==> src/rtl/core/dvr_pkg.sv <==
`timescale 1ns / 1ps
`default_nettype none

package dvr_pkg;

	// Table geometry and cost format
	localparam int NODES     = 4;
	localparam int NODE_W    = 2;
	localparam int ADDR_W    = 2 * NODE_W;
	localparam int TBL_DEPTH = NODES * NODES;
	localparam int COST_W    = 10;
	localparam int CFG_IDX_W = 3;

	localparam logic [COST_W-1:0] INF_COST = COST_W'(999);

	// Update kinds
	localparam logic [1:0] KIND_INIT   = 2'd0;
	localparam logic [1:0] KIND_VECTOR = 2'd1;
	localparam logic [1:0] KIND_LINK   = 2'd2;

	// Configuration register indexes
	localparam logic [CFG_IDX_W-1:0] REG_SELF_ID        = 3'd0;
	localparam logic [CFG_IDX_W-1:0] REG_NEIGHBOUR_MASK = 3'd1;
	localparam logic [CFG_IDX_W-1:0] REG_LINK_COST_0    = 3'd2;
	localparam logic [CFG_IDX_W-1:0] REG_LINK_COST_3    = 3'd5;

	typedef struct packed {
		logic [1:0]        kind;
		logic [NODE_W-1:0] sender;
		logic [COST_W-1:0] adv_cost_0;
		logic [COST_W-1:0] adv_cost_1;
		logic [COST_W-1:0] adv_cost_2;
		logic [COST_W-1:0] adv_cost_3;
		logic [COST_W-1:0] new_link_cost;
	} upd_t;

	typedef struct packed {
		logic [NODE_W-1:0] dest_node;
		logic [COST_W-1:0] min_cost_0;
		logic [COST_W-1:0] min_cost_1;
		logic [COST_W-1:0] min_cost_2;
		logic [COST_W-1:0] min_cost_3;
		logic              last;
	} pkt_t;

	typedef struct packed {
		logic [CFG_IDX_W-1:0] index;
		logic [COST_W-1:0]    data;
	} cfg_wr_t;

	typedef struct packed {
		logic [NODE_W-1:0]                self_id;
		logic [NODES-1:0]                 neighbour_mask;
		logic [NODES-1:0][COST_W-1:0]     link_cost;
	} cfg_regs_t;

	typedef struct packed {
		logic              wr_en;
		logic [ADDR_W-1:0] wr_addr;
		logic [COST_W-1:0] wr_data;
		logic              rd_en;
		logic [ADDR_W-1:0] rd_addr;
	} ram_req_t;

endpackage

`default_nettype wire

==> src/rtl/core/dvr_chan_if.sv <==
`timescale 1ns / 1ps
`default_nettype none

interface dvr_chan_if #(
	parameter type payload_t = logic
);
	logic     valid;
	logic     ready;
	payload_t payload;

	modport source (output valid, output payload, input ready);
	modport sink (input valid, input payload, output ready);
endinterface

`default_nettype wire

==> src/rtl/core/distance_vector_route_update.sv <==
`timescale 1ns / 1ps
`default_nettype none

// Distance-vector routing update for one router node.
// Channels: update (sink) takes init, received-vector and link-change items;
// packet (source) sends one routing packet per neighbour with the current row
// minima, in ascending node order, last set on the final one; cfg (sink)
// writes self_id, neighbour_mask and link_cost_0..3 by index, and is always
// ready. Transfers complete when valid and ready are both high.
// Timing: one item at a time. An init item takes 16 table writes, a vector or
// link-change item takes 1 diagonal read plus 4 read/write pairs on the
// column; both then sweep the 16 entries through the single table read port
// and, for an init or when a minimum changed, broadcast to each neighbour in
// ascending order, waiting on any packet stall. An unused kind is dropped
// and update ready stays high. Update ready is high again once the last
// packet is loaded into the output register.
// Reset: the distance table reads as infinity (999) until written, the minima
// are 999, the registers take their defaults and no packet is pending.
// A stalled packet holds in the output register; the broadcast waits on it.
module distance_vector_route_update
	import dvr_pkg::*;
(
	input  wire logic  clk,
	input  wire logic  arst_n,
	dvr_chan_if.sink   update,
	dvr_chan_if.source packet,
	dvr_chan_if.sink   cfg
);

	cfg_regs_t         cfg_q;
	ram_req_t          ram_req;
	logic [COST_W-1:0] ram_rd_data;
	cfg_wr_t           cfg_wr;

	assign cfg.ready = 1'b1;
	assign cfg_wr    = cfg.payload;

	// Configuration registers
	always_ff @(posedge clk or negedge arst_n) begin
		if (!arst_n) begin
			cfg_q.self_id        <= NODE_W'(1);
			cfg_q.neighbour_mask <= NODES'(5);
			cfg_q.link_cost      <= {COST_W'(999), COST_W'(1), COST_W'(0), COST_W'(1)};
		end else if (cfg.valid) begin
			priority if (cfg_wr.index == REG_SELF_ID) begin
				cfg_q.self_id <= cfg_wr.data[NODE_W-1:0];
			end else if (cfg_wr.index == REG_NEIGHBOUR_MASK) begin
				cfg_q.neighbour_mask <= cfg_wr.data[NODES-1:0];
			end else if (cfg_wr.index >= REG_LINK_COST_0 &&
					cfg_wr.index <= REG_LINK_COST_3) begin
				cfg_q.link_cost[NODE_W'(cfg_wr.index - REG_LINK_COST_0)] <= cfg_wr.data;
			end else begin
			end
		end
	end

	dvr_ram #(
		.WIDTH (COST_W),
		.DEPTH (TBL_DEPTH)
	) u_table (
		.clk     (clk),
		.wr_en   (ram_req.wr_en),
		.wr_addr (ram_req.wr_addr),
		.wr_data (ram_req.wr_data),
		.rd_en   (ram_req.rd_en),
		.rd_addr (ram_req.rd_addr),
		.rd_data (ram_rd_data)
	);

	dvr_engine u_engine (
		.clk         (clk),
		.arst_n      (arst_n),
		.cfg_regs    (cfg_q),
		.update      (update),
		.packet      (packet),
		.ram_req     (ram_req),
		.ram_rd_data (ram_rd_data)
	);

endmodule

`default_nettype wire

==> src/rtl/core/dvr_ram.sv <==
`timescale 1ns / 1ps
`default_nettype none

module dvr_ram #(
	parameter int WIDTH = 10,
	parameter int DEPTH = 16
) (
	input  wire logic                     clk,
	input  wire logic                     wr_en,
	input  wire logic [$clog2(DEPTH)-1:0] wr_addr,
	input  wire logic [WIDTH-1:0]         wr_data,
	input  wire logic                     rd_en,
	input  wire logic [$clog2(DEPTH)-1:0] rd_addr,
	output logic      [WIDTH-1:0]         rd_data
);

	logic [WIDTH-1:0] mem [DEPTH];

	// Write port
	always_ff @(posedge clk) begin
		if (wr_en) begin
			mem[wr_addr] <= wr_data;
		end
	end

	// Registered read port
	always_ff @(posedge clk) begin
		if (rd_en) begin
			rd_data <= mem[rd_addr];
		end
	end

endmodule

`default_nettype wire

==> src/rtl/core/dvr_engine.sv <==
`timescale 1ns / 1ps
`default_nettype none

module dvr_engine
	import dvr_pkg::*;
(
	input  wire logic              clk,
	input  wire logic              arst_n,
	input  wire cfg_regs_t         cfg_regs,
	dvr_chan_if.sink               update,
	dvr_chan_if.source             packet,
	output ram_req_t               ram_req,
	input  wire logic [COST_W-1:0] ram_rd_data
);

	typedef enum logic [8:0] {
		ST_IDLE      = 9'b000000001,
		ST_INIT      = 9'b000000010,
		ST_DIAG      = 9'b000000100,
		ST_COL_RD    = 9'b000001000,
		ST_COL_WR    = 9'b000010000,
		ST_SWEEP     = 9'b000100000,
		ST_SWEEP_END = 9'b001000000,
		ST_DECIDE    = 9'b010000000,
		ST_BCAST     = 9'b100000000
	} state_t;

	state_t                       state_q;
	logic [ADDR_W-1:0]            cnt_q;
	logic [1:0]                   kind_q;
	logic [NODE_W-1:0]            snd_q;
	logic [NODES-1:0][COST_W-1:0] adv_q;
	logic [COST_W-1:0]            nc_q;
	logic [COST_W-1:0]            diag_q;
	logic                         is_init_q;
	logic                         chg_q;
	logic [NODES-1:0][COST_W-1:0] min_q;
	logic [COST_W-1:0]            run_min_q;
	logic [TBL_DEPTH-1:0]         ent_vld_q;
	logic                         hit_s1;
	logic                         sw_vld_s1;
	logic [ADDR_W-1:0]            sw_addr_s1;
	logic                         pkt_valid_q;
	pkt_t                         pkt_q;

	logic [COST_W-1:0] tbl_rd;
	logic [COST_W-1:0] init_lc;
	logic [COST_W-1:0] init_val;
	logic [COST_W:0]   vec_sum;
	logic [COST_W-1:0] vec_new;
	logic signed [COST_W+1:0] lk_sum;
	logic [COST_W-1:0] lk_new;
	logic [COST_W-1:0] col_new;
	logic [COST_W-1:0] sw_cur;
	logic [NODES-1:0]  elig;
	logic [NODES-1:0]  above;
	logic [NODE_W-1:0] bc_node;
	logic              slot_free;
	logic              upd_xfer;

	assign update.ready = (state_q == ST_IDLE);
	assign upd_xfer     = update.valid && update.ready;
	assign packet.valid   = pkt_valid_q;
	assign packet.payload = pkt_q;

	// Entries never written read as infinity
	assign tbl_rd = hit_s1 ? ram_rd_data : INF_COST;

	// Initial table value: diagonal from link costs, infinity elsewhere
	assign init_lc  = cfg_regs.link_cost[cnt_q[NODE_W-1:0]];
	assign init_val = (cnt_q[ADDR_W-1:NODE_W] == cnt_q[NODE_W-1:0]) ?
		((init_lc > INF_COST) ? INF_COST : init_lc) : INF_COST;

	// Vector update: link cost plus advertised cost, saturated
	assign vec_sum = {1'b0, diag_q} + {1'b0, adv_q[cnt_q[NODE_W-1:0]]};
	assign vec_new = (vec_sum > {1'b0, INF_COST}) ? INF_COST : vec_sum[COST_W-1:0];

	// Link change: shift entry by the diagonal offset, clamp to 0..infinity
	assign lk_sum = $signed({2'b00, nc_q}) + $signed({2'b00, tbl_rd})
		- $signed({2'b00, diag_q});
	always_comb begin
		if (lk_sum < 0) begin
			lk_new = '0;
		end else if (lk_sum > $signed({2'b00, INF_COST})) begin
			lk_new = INF_COST;
		end else begin
			lk_new = lk_sum[COST_W-1:0];
		end
	end

	assign col_new = (kind_q == KIND_VECTOR) ? vec_new : lk_new;

	// Running row minimum over the sweep
	assign sw_cur = (sw_addr_s1[NODE_W-1:0] == '0 || tbl_rd < run_min_q) ?
		tbl_rd : run_min_q;

	// Broadcast targets: mask without self
	assign elig      = cfg_regs.neighbour_mask &
		~(NODES'(1) << cfg_regs.self_id);
	assign bc_node   = cnt_q[NODE_W-1:0];
	assign above     = elig >> bc_node;
	assign slot_free = !pkt_valid_q || packet.ready;

	// Table access per state
	always_comb begin
		ram_req = '0;
		unique case (state_q)
			ST_INIT: begin
				ram_req.wr_en   = 1'b1;
				ram_req.wr_addr = cnt_q;
				ram_req.wr_data = init_val;
			end
			ST_DIAG: begin
				ram_req.rd_en   = 1'b1;
				ram_req.rd_addr = {snd_q, snd_q};
			end
			ST_COL_RD: begin
				ram_req.rd_en   = 1'b1;
				ram_req.rd_addr = {cnt_q[NODE_W-1:0], snd_q};
			end
			ST_COL_WR: begin
				ram_req.wr_en   = 1'b1;
				ram_req.wr_addr = {cnt_q[NODE_W-1:0], snd_q};
				ram_req.wr_data = col_new;
			end
			ST_SWEEP: begin
				ram_req.rd_en   = 1'b1;
				ram_req.rd_addr = cnt_q;
			end
			ST_IDLE, ST_SWEEP_END, ST_DECIDE, ST_BCAST: begin
			end
			default: begin
			end
		endcase
	end

	// Track written entries and tag each read
	always_ff @(posedge clk or negedge arst_n) begin
		if (!arst_n) begin
			ent_vld_q <= '0;
			hit_s1    <= 1'b0;
		end else begin
			if (ram_req.wr_en) begin
				ent_vld_q[ram_req.wr_addr] <= 1'b1;
			end
			if (ram_req.rd_en) begin
				hit_s1 <= ent_vld_q[ram_req.rd_addr];
			end
		end
	end

	// Latch the update item
	always_ff @(posedge clk) begin
		if (upd_xfer) begin
			kind_q <= update.payload.kind;
			snd_q  <= update.payload.sender;
			adv_q  <= {update.payload.adv_cost_3, update.payload.adv_cost_2,
				update.payload.adv_cost_1, update.payload.adv_cost_0};
			nc_q   <= update.payload.new_link_cost;
		end
		if (state_q == ST_COL_RD && cnt_q == '0) begin
			diag_q <= tbl_rd;
		end
		if (sw_vld_s1) begin
			run_min_q <= sw_cur;
		end
	end

	// Sequencer
	always_ff @(posedge clk or negedge arst_n) begin
		if (!arst_n) begin
			state_q    <= ST_IDLE;
			cnt_q      <= '0;
			is_init_q  <= 1'b0;
			chg_q      <= 1'b0;
			min_q      <= {NODES{INF_COST}};
			sw_vld_s1  <= 1'b0;
			sw_addr_s1 <= '0;
		end else begin
			sw_vld_s1  <= (state_q == ST_SWEEP);
			sw_addr_s1 <= cnt_q;

			// Fold each returned entry into its row minimum
			if (sw_vld_s1 && sw_addr_s1[NODE_W-1:0] == NODE_W'(NODES - 1)) begin
				min_q[sw_addr_s1[ADDR_W-1:NODE_W]] <= sw_cur;
				if (sw_cur != min_q[sw_addr_s1[ADDR_W-1:NODE_W]]) begin
					chg_q <= 1'b1;
				end
			end

			unique case (state_q)
				ST_IDLE: begin
					if (upd_xfer) begin
						cnt_q     <= '0;
						chg_q     <= 1'b0;
						is_init_q <= (update.payload.kind == KIND_INIT);
						if (update.payload.kind == KIND_INIT) begin
							state_q <= ST_INIT;
						end else if (update.payload.kind == KIND_VECTOR ||
								update.payload.kind == KIND_LINK) begin
							state_q <= ST_DIAG;
						end
					end
				end
				ST_INIT: begin
					cnt_q <= cnt_q + 1'b1;
					if (cnt_q == ADDR_W'(TBL_DEPTH - 1)) begin
						state_q <= ST_SWEEP;
					end
				end
				ST_DIAG: begin
					state_q <= ST_COL_RD;
				end
				ST_COL_RD: begin
					state_q <= ST_COL_WR;
				end
				ST_COL_WR: begin
					if (cnt_q[NODE_W-1:0] == NODE_W'(NODES - 1)) begin
						cnt_q   <= '0;
						state_q <= ST_SWEEP;
					end else begin
						cnt_q   <= cnt_q + 1'b1;
						state_q <= ST_COL_RD;
					end
				end
				ST_SWEEP: begin
					cnt_q <= cnt_q + 1'b1;
					if (cnt_q == ADDR_W'(TBL_DEPTH - 1)) begin
						state_q <= ST_SWEEP_END;
					end
				end
				ST_SWEEP_END: begin
					state_q <= ST_DECIDE;
				end
				ST_DECIDE: begin
					cnt_q <= '0;
					if (is_init_q || chg_q) begin
						state_q <= ST_BCAST;
					end else begin
						state_q <= ST_IDLE;
					end
				end
				ST_BCAST: begin
					// Advance past a node once its packet is loaded or it is skipped
					if (!elig[bc_node] || slot_free) begin
						cnt_q <= cnt_q + 1'b1;
						if (bc_node == NODE_W'(NODES - 1)) begin
							state_q <= ST_IDLE;
						end
					end
				end
				default: begin
					state_q <= ST_IDLE;
				end
			endcase
		end
	end

	// Output register: load a packet, drop it after the transfer
	always_ff @(posedge clk or negedge arst_n) begin
		if (!arst_n) begin
			pkt_valid_q <= 1'b0;
		end else if (state_q == ST_BCAST && elig[bc_node] && slot_free) begin
			pkt_valid_q <= 1'b1;
		end else if (packet.ready) begin
			pkt_valid_q <= 1'b0;
		end
	end

	always_ff @(posedge clk) begin
		if (state_q == ST_BCAST && elig[bc_node] && slot_free) begin
			pkt_q.dest_node  <= bc_node;
			pkt_q.min_cost_0 <= min_q[0];
			pkt_q.min_cost_1 <= min_q[1];
			pkt_q.min_cost_2 <= min_q[2];
			pkt_q.min_cost_3 <= min_q[3];
			pkt_q.last       <= (above[NODES-1:1] == '0);
		end
	end

endmodule

`default_nettype wire

==> src/flat_wrapper.sv <==
// flat-port wrapper written by rule: the top's interface ports become plain ports
module distance_vector_route_update_flat import dvr_pkg::*;
  (clk, arst_n, update_valid, update_payload, update_ready, packet_valid, packet_payload, packet_ready, cfg_valid, cfg_payload, cfg_ready);
  dvr_chan_if #(.payload_t(upd_t)) update_i ();
  dvr_chan_if #(.payload_t(pkt_t)) packet_i ();
  dvr_chan_if #(.payload_t(cfg_wr_t)) cfg_i ();
  input  wire logic clk;
  input  wire logic arst_n;
  input wire logic [$bits(update_i.valid)-1:0] update_valid;
  input wire logic [$bits(update_i.payload)-1:0] update_payload;
  output wire logic [$bits(update_i.ready)-1:0] update_ready;
  output wire logic [$bits(packet_i.valid)-1:0] packet_valid;
  output wire logic [$bits(packet_i.payload)-1:0] packet_payload;
  input wire logic [$bits(packet_i.ready)-1:0] packet_ready;
  input wire logic [$bits(cfg_i.valid)-1:0] cfg_valid;
  input wire logic [$bits(cfg_i.payload)-1:0] cfg_payload;
  output wire logic [$bits(cfg_i.ready)-1:0] cfg_ready;
  assign update_i.valid = update_valid;
  assign update_i.payload = update_payload;
  assign update_ready = update_i.ready;
  assign packet_valid = packet_i.valid;
  assign packet_payload = packet_i.payload;
  assign packet_i.ready = packet_ready;
  assign cfg_i.valid = cfg_valid;
  assign cfg_i.payload = cfg_payload;
  assign cfg_ready = cfg_i.ready;
  distance_vector_route_update u_core (.clk(clk), .arst_n(arst_n), .update(update_i), .packet(packet_i), .cfg(cfg_i));
endmodule
==> config.mk <==
export PLATFORM = sky130hd
export DESIGN_NAME = distance_vector_route_update_flat
export DESIGN_NICKNAME = d
export VERILOG_FILES = /design/src/rtl/core/dvr_pkg.sv /design/src/rtl/core/dvr_chan_if.sv /design/src/rtl/core/distance_vector_route_update.sv /design/src/rtl/core/dvr_ram.sv /design/src/rtl/core/dvr_engine.sv /design/src/flat_wrapper.sv
export SDC_FILE = /design/constraint.sdc
export NUM_CORES = 1
export LEC_CHECK = 0
export BUFFER_PORTS_ARGS = -buffer_cell sky130_fd_sc_hd__buf_2
export CAP_MARGIN = 15
export CORE_MARGIN = 2
export CORE_UTILIZATION = 50
export CTS_BUF_LIST = sky130_fd_sc_hd__clkbuf_8
export DETAILED_ROUTE_END_ITERATION = 12
export HOLD_SLACK_MARGIN = 0.12
export PLACE_DENSITY = 0.73
export SYNTH_ARGS = -nofsm -noshare
export SYNTH_HDL_FRONTEND = slang
export SYNTH_HIERARCHICAL = 1
export SYNTH_SLANG_ARGS = --single-unit
==> constraint.sdc <==
create_clock -name clk -period 14.7 [get_ports clk]
set_input_delay 3.675 -clock clk [delete_from_list [all_inputs] [get_ports clk]]
set_output_delay 3.675 -clock clk [all_outputs]
set_load 0.005 [all_outputs]
---- Word-level counts from Yosys, hierarchy flattened ----
Memory sizes are Yosys's and may differ from the RTL's. A register that Yosys moved wholly into a read port is not among the register bits.
Index checks and enable logic that the tools add are counted.
storage, ports and cells
  register bits ........................... 241
  bits in writable memories ............... 160
  bits of input ports ..................... 72
  word-level logic and storage cells ...... 166
  memories kept ........................... 1
memories
  name                depth  bits a word  read ports  clocked after memory_dff  write ports  RTL line       source
  u_core.u_table.mem  16     10           1           1                         1            dvr_ram.sv:17  logic [WIDTH-1:0] mem [DEPTH];
operators by class
  add/sub/neg operators ................... 5
  magnitude comparators ................... 15
  eq/ne operators ......................... 24
  shifts and indexed selects .............. 2
  multiplexer cells ....................... 50
  bitwise gates (word level) .............. 5
  reduce and logical (&&, ||, !) cells .... 30
operators with widths
  operator              number
  $mux 10               13
  $pmux 9 s9            1
  $bwmux 40             2
  $mux 9                8
  $bmux 10 s2           3
  $demux 10 s2          2
  $pmux 15 s2           1
  $add 10x10->11        2
  $pmux 4 s5            1
  $or 16x16->16         1
  $pmux 5 s3            1
  $gt 12x11->1 const B  1
  $lt 12x1->1 const B   1
  $mux 4                3
  $sub 11x10->12        1
  $gt 11x10->1 const B  1
  $mux 1                11
  $gt 10x10->1 const B  1
  $lt 10x10->1          1
  $lt 4x5->1 const B    2
  $ne 10x10->1          1
  $eq 9x1->1 const B    1
  $eq 9x2->1 const B    1
  $eq 9x3->1 const B    1
  43 further kinds      70

---- Depth between registers and ports, before layout ----
  depth after elaboration ................. 13
  depth in mapped cells ................... 16
  gate-level depth less buffers ........... 15

---- Hierarchy ----
Netlist, hierarchy kept.
by module, submodules not included
  module                        times used  cells each  area an instance (um2)  sequential area each (um2)
  dvr_engine                    1           857         10262.3                 5506.5
  dvr_ram                       1           279         6453.7                  5104.9
  distance_vector_route_update  1           104         1793.0                  1167.4

---- Worst setup path before layout ----
OpenSTA, ideal clock, no wires.
  path type ............................... input to register
  start point ............................. in packet_ready
  end point ............................... reg u_core.u_engine.pkt_q (netlist bit u_core/u_engine/packet.payload[0]) (enable)
  library setup time ...................... 448 ps
  arrival time ............................ 5747 ps
  data required time ...................... 14252 ps
  setup slack ............................. 8505 ps
  stages on the path ...................... 2
  buffers on the path ..................... 0
  path through ............................ nand2b_1 -> nor2b_1
on the way
  longest elaborated chain between the ends .. 2
ends and longest elaborated chain
  item                RTL line            source
  start: declaration  flat_wrapper.sv:14  input wire logic [$bits(packet_i.ready)-1:0] packet_ready;
  $logic_or 1x1->1    dvr_engine.sv:102   assign slot_free = !pkt_valid_q || packet.ready;
  $logic_and 1x1->1   dvr_engine.sv:271   if (state_q == ST_BCAST && elig[bc_node] && slot_free) begin
  end: declaration    dvr_engine.sv:44    pkt_t pkt_q;
No other way between the ends.
A chain may end at the register's enable or synchronous reset.

---- Worst setup path after layout ----
  start point ............................. reg u_core.u_engine.state_q[5]
  end point ............................... out update_ready
on the way
  longest elaborated chain between the ends .. 1
ends and longest elaborated chain
  item                      RTL line            source
  start: declaration        dvr_engine.sv:28    state_t state_q;
  start signal: assignment  dvr_engine.sv:172   state_q <= ST_IDLE;
  start signal: assignment  dvr_engine.sv:198   state_q <= ST_INIT;
  start signal: assignment  dvr_engine.sv:201   state_q <= ST_DIAG;
  $eq 9x1->1                dvr_engine.sv:61    assign update.ready = (state_q == ST_IDLE);
  end: declaration          flat_wrapper.sv:11  output wire logic [$bits(update_i.ready)-1:0] update_ready;
No other way between the ends.

==> out/results.ini <==
[clock_network]
post_cts_buffers = 0
cts_root_buf = clkbuf_8
cts_tree = built
max-clock-path-buffers = 3
cts_max_level = 3
clk_pin_slew_ns = 0.06
cts_sinks = 411
clk_latency_ns = 0.61
cts.repair.resized = 0
hold_buffers = 0
cts_buffers = 67

[sta]
rsz0062_at_grt = no
max_freq_mhz = 155
worstMarginPinSlew_ns = 1.22
finalSetupViolations = 0
hold_viol_final = 0
skew_ns = 0.0261
period_minus_slack_ns = 6.47
final_max_slew_viol_count = 0
slew-limit-headroom = 0.184
period_share = 0.440
setup_tns_ns = 0
hold_ws_ns = 0.456

[place]
dp.final_hpwl_microns = 27300
io_buffer_count = 116
dpl-instance-area_sq_mm = 0.0196
gp_congestion = 0.983
dp.cells = 1793

[critical_path]
cp-start-kind = flop
cpMaxStageDelayCell = or4_4
worst-path-buf-inv = 2
cp.arrival_ns = 2.79
required_ns = 11.02
r2r_slack_ns = 9.28
worst-setup-path-type = reg -> out
path_delay_family = simple AND/OR/NAND/NOR gates
cp_max_fo = 7
slowest_delay_ns = 0.56
path_cells = or4_4 -> or3_4 -> or4b_4 -> inv_1 -> buf_2
endpoint_kind = output port

[logic_synthesis]
ys_async_sr_fraction = 0.302
ys.flop_type = edfxtp_1
synth_edf_count = 287
yosys.area.top_type = edfxtp_1
synth_xor_area_frac = 0.0161
synth_area_sq_mm = 0.0185
ys.warnings.count = 6
ys_top_cells_by_area = edfxtp_1 47%, dfrtp_1 11%, dfstp_2 6.5%
syn-num-nets = 1356
muxShareOfSynthArea = 0.139
ys_seq_elements = 411
synth_top_area_share = 0.466
ys_seq_area_frac = 0.636
synth_cell_types = 83
synth_compound_gate_area_share = 0.0766
avgSynthCellArea_sq_um = 14.9
synth_fa_ha_area_frac = 0.0339
yosys.area_share.simple = 0.0687
synthCells = 1240
synth_top_family_by_area = multiplexers

[die]
io_pins = 118
die-width_microns = 196
die_area_sq_mm = 0.0386
core-area_sq_mm = 0.0365
start_util = 0.507
std_cell_rows = 70
die_y_microns = 196

[detailed_routing]
via_per_inst = 5.76
wl_microns = 40300
drc_errors = 0
drtPass1Iterations = 5
drt_iter0_markers = 1060
ant_nets = 0
vias = 11100
post_drt_wl_per_cell_microns = 21.0

[finish]
design_area_sq_mm = 0.0209
finalNonFillerCells = 1917
syn_to_final_growth_pct = 12.9
layout-drive-gt1-share = 0.294
num_antenna_cells = 0
finalNetCount = 1511

[run_status]
status = finished, final reports clean

[global_routing]
grt_pass1_wl_microns = 62900
antenna_found_initial = 0
first_global_vias = 11200
grt.total_usage = 0.214
grt_max_degree = 64
gr-total-overflow = 0

[power]
powerDensity_mw_per_mm2 = 169
power.leakage_nw = 8.17
ir_worst_vdd_uv = 96.6
p_total_mw = 3.53

[worst_hold_path]
hp-class = reg -> reg

[run]
maxCapViolations = 0

==> Yosys cell counts (5+ instances only) <==
cell type	number
mux4_1	12
buf_2	6
a22oi_1	25
a21o_1	23
nand2b_1	13
o22ai_1	5
a211oi_1	5
buf_1	9
ha_1	35
nor2_1	59
mux2i_1	27
edfxtp_1	287
o2111ai_1	6
nand2_1	83
o21bai_1	11
dfstp_2	46
mux4_2	52
inv_1	72
mux2_2	73
clkbuf_1	27
a21oi_1	37
nand3_1	14
xnor2_1	27
dfrtp_1	78
o21ai_0	55
nand4_1	8
fa_1	9
o211ai_1	5
nand3b_1	5
xor2_1	7
nor2b_1	9
nor3_1	15
==> cells by family after synthesis <==
| family | Yosys count |
|---|---|
| mux | 164 |
| buf+inv | 124 |
| xor+xnor | 34 |
| fa+ha+maj | 45 |
| other cells | 1 |
| simple gates | 248 |
| compound gates | 213 |
| flops | 411 |
==> sequential cells by signal, summed over array words and instances, names as in the netlist, 2 cells and up <==
signal and flops:
u_core/u_engine/nc_q 10, u_core/u_engine/ent_vld_q 16, u_core/u_engine/sw_addr_s1 4, u_core/u_engine/snd_q 2, u_core/u_table/rd_data 10, u_core/u_engine/kind_q 2
u_core/u_engine/state_q 9, u_core/u_engine/adv_q 40, u_core/u_engine/packet.payload 43, u_core/u_engine/diag_q 10, u_core/u_engine/cnt_q 4, u_core/u_table/mem 160
u_core/u_engine/run_min_q 10, u_core/cfg_q 46, u_core/u_engine/min_q 40
==> cell type report <==
class	count	area [sq um]
Sequential cell	411	11800
Clock inverter	47	235
Timing Repair Buffer	137	753
Tap cell	468	586
Clock buffer	76	1050
Inverter	73	274
Multi-Input combinational cell	705	6230
Fill cell	2830	15600
==> layout by cell type, fill, tap and decap left out, types with 35 or more instances in the layout <==
master    synthesis  layout
edfxtp_1        287     287
buf_2             6     115
inv_1            72      97
nand2_1          83      83
dfrtp_1          78      77
clkbuf_8          0      76
mux2_2           73      73
nor2_1           59      59
o21ai_0          55      55
mux4_2           52      52
dfstp_2          46      46
a21oi_1          37      37
ha_1             35      35
==> where the power goes <==
group | leakage [nW] | switching, mW | internal, mW
registers | 4.24 | 0.0594 | 1.41
logic | 3.17 | 0.675 | 0.445
clock network | 0.755 | 0.446 | 0.494
total | 8.17 | 1.18 | 2.35
==> path summary, 6_finish.rpt <==
kind	start	to	cells past startpoint
hold / removal	u_core/u_engine/ent_vld_q[12]$_DFFE_PN0P_	u_core/u_engine/ent_vld_q[12]$_DFFE_PN0P_	1
setup reg to reg	u_core/u_engine/cnt_q[0]$_DFFE_PN0P_	u_core/u_table/mem[4][1]$_DFFE_PP_	11
min in group asynchronous	arst_n	u_core/cfg_q[5]$_DFFE_PN0P_	1
max in group asynchronous	arst_n	u_core/u_engine/min_q[14]$_DFFE_PN0P_	2
setup / recovery	u_core/u_engine/state_q[5]$_DFFE_PN0P_	update_ready	5
hold reg to reg	u_core/u_engine/ent_vld_q[12]$_DFFE_PN0P_	u_core/u_engine/ent_vld_q[12]$_DFFE_PN0P_	1
==> per-layer routing <==
layer,up-vias,share of wire,track usage
met5,-,0,0
met4,0,0.034,0.0873
met3,89,0.065,0.0440
met2,412,0.47,0.339
met1,5512,0.43,0.291
li1,5038,-,-
==> per-stage QoR <==
stage          setup WS, ns  utilization
2_1_floorplan          8.51            -
3_3_place_gp           8.89        0.537
3_5_place_dp           8.87        0.537
4_1_cts                8.22        0.572
5_1_grt                8.15        0.572
6_report               8.23        0.572
(Power assumes the default switching activity.)
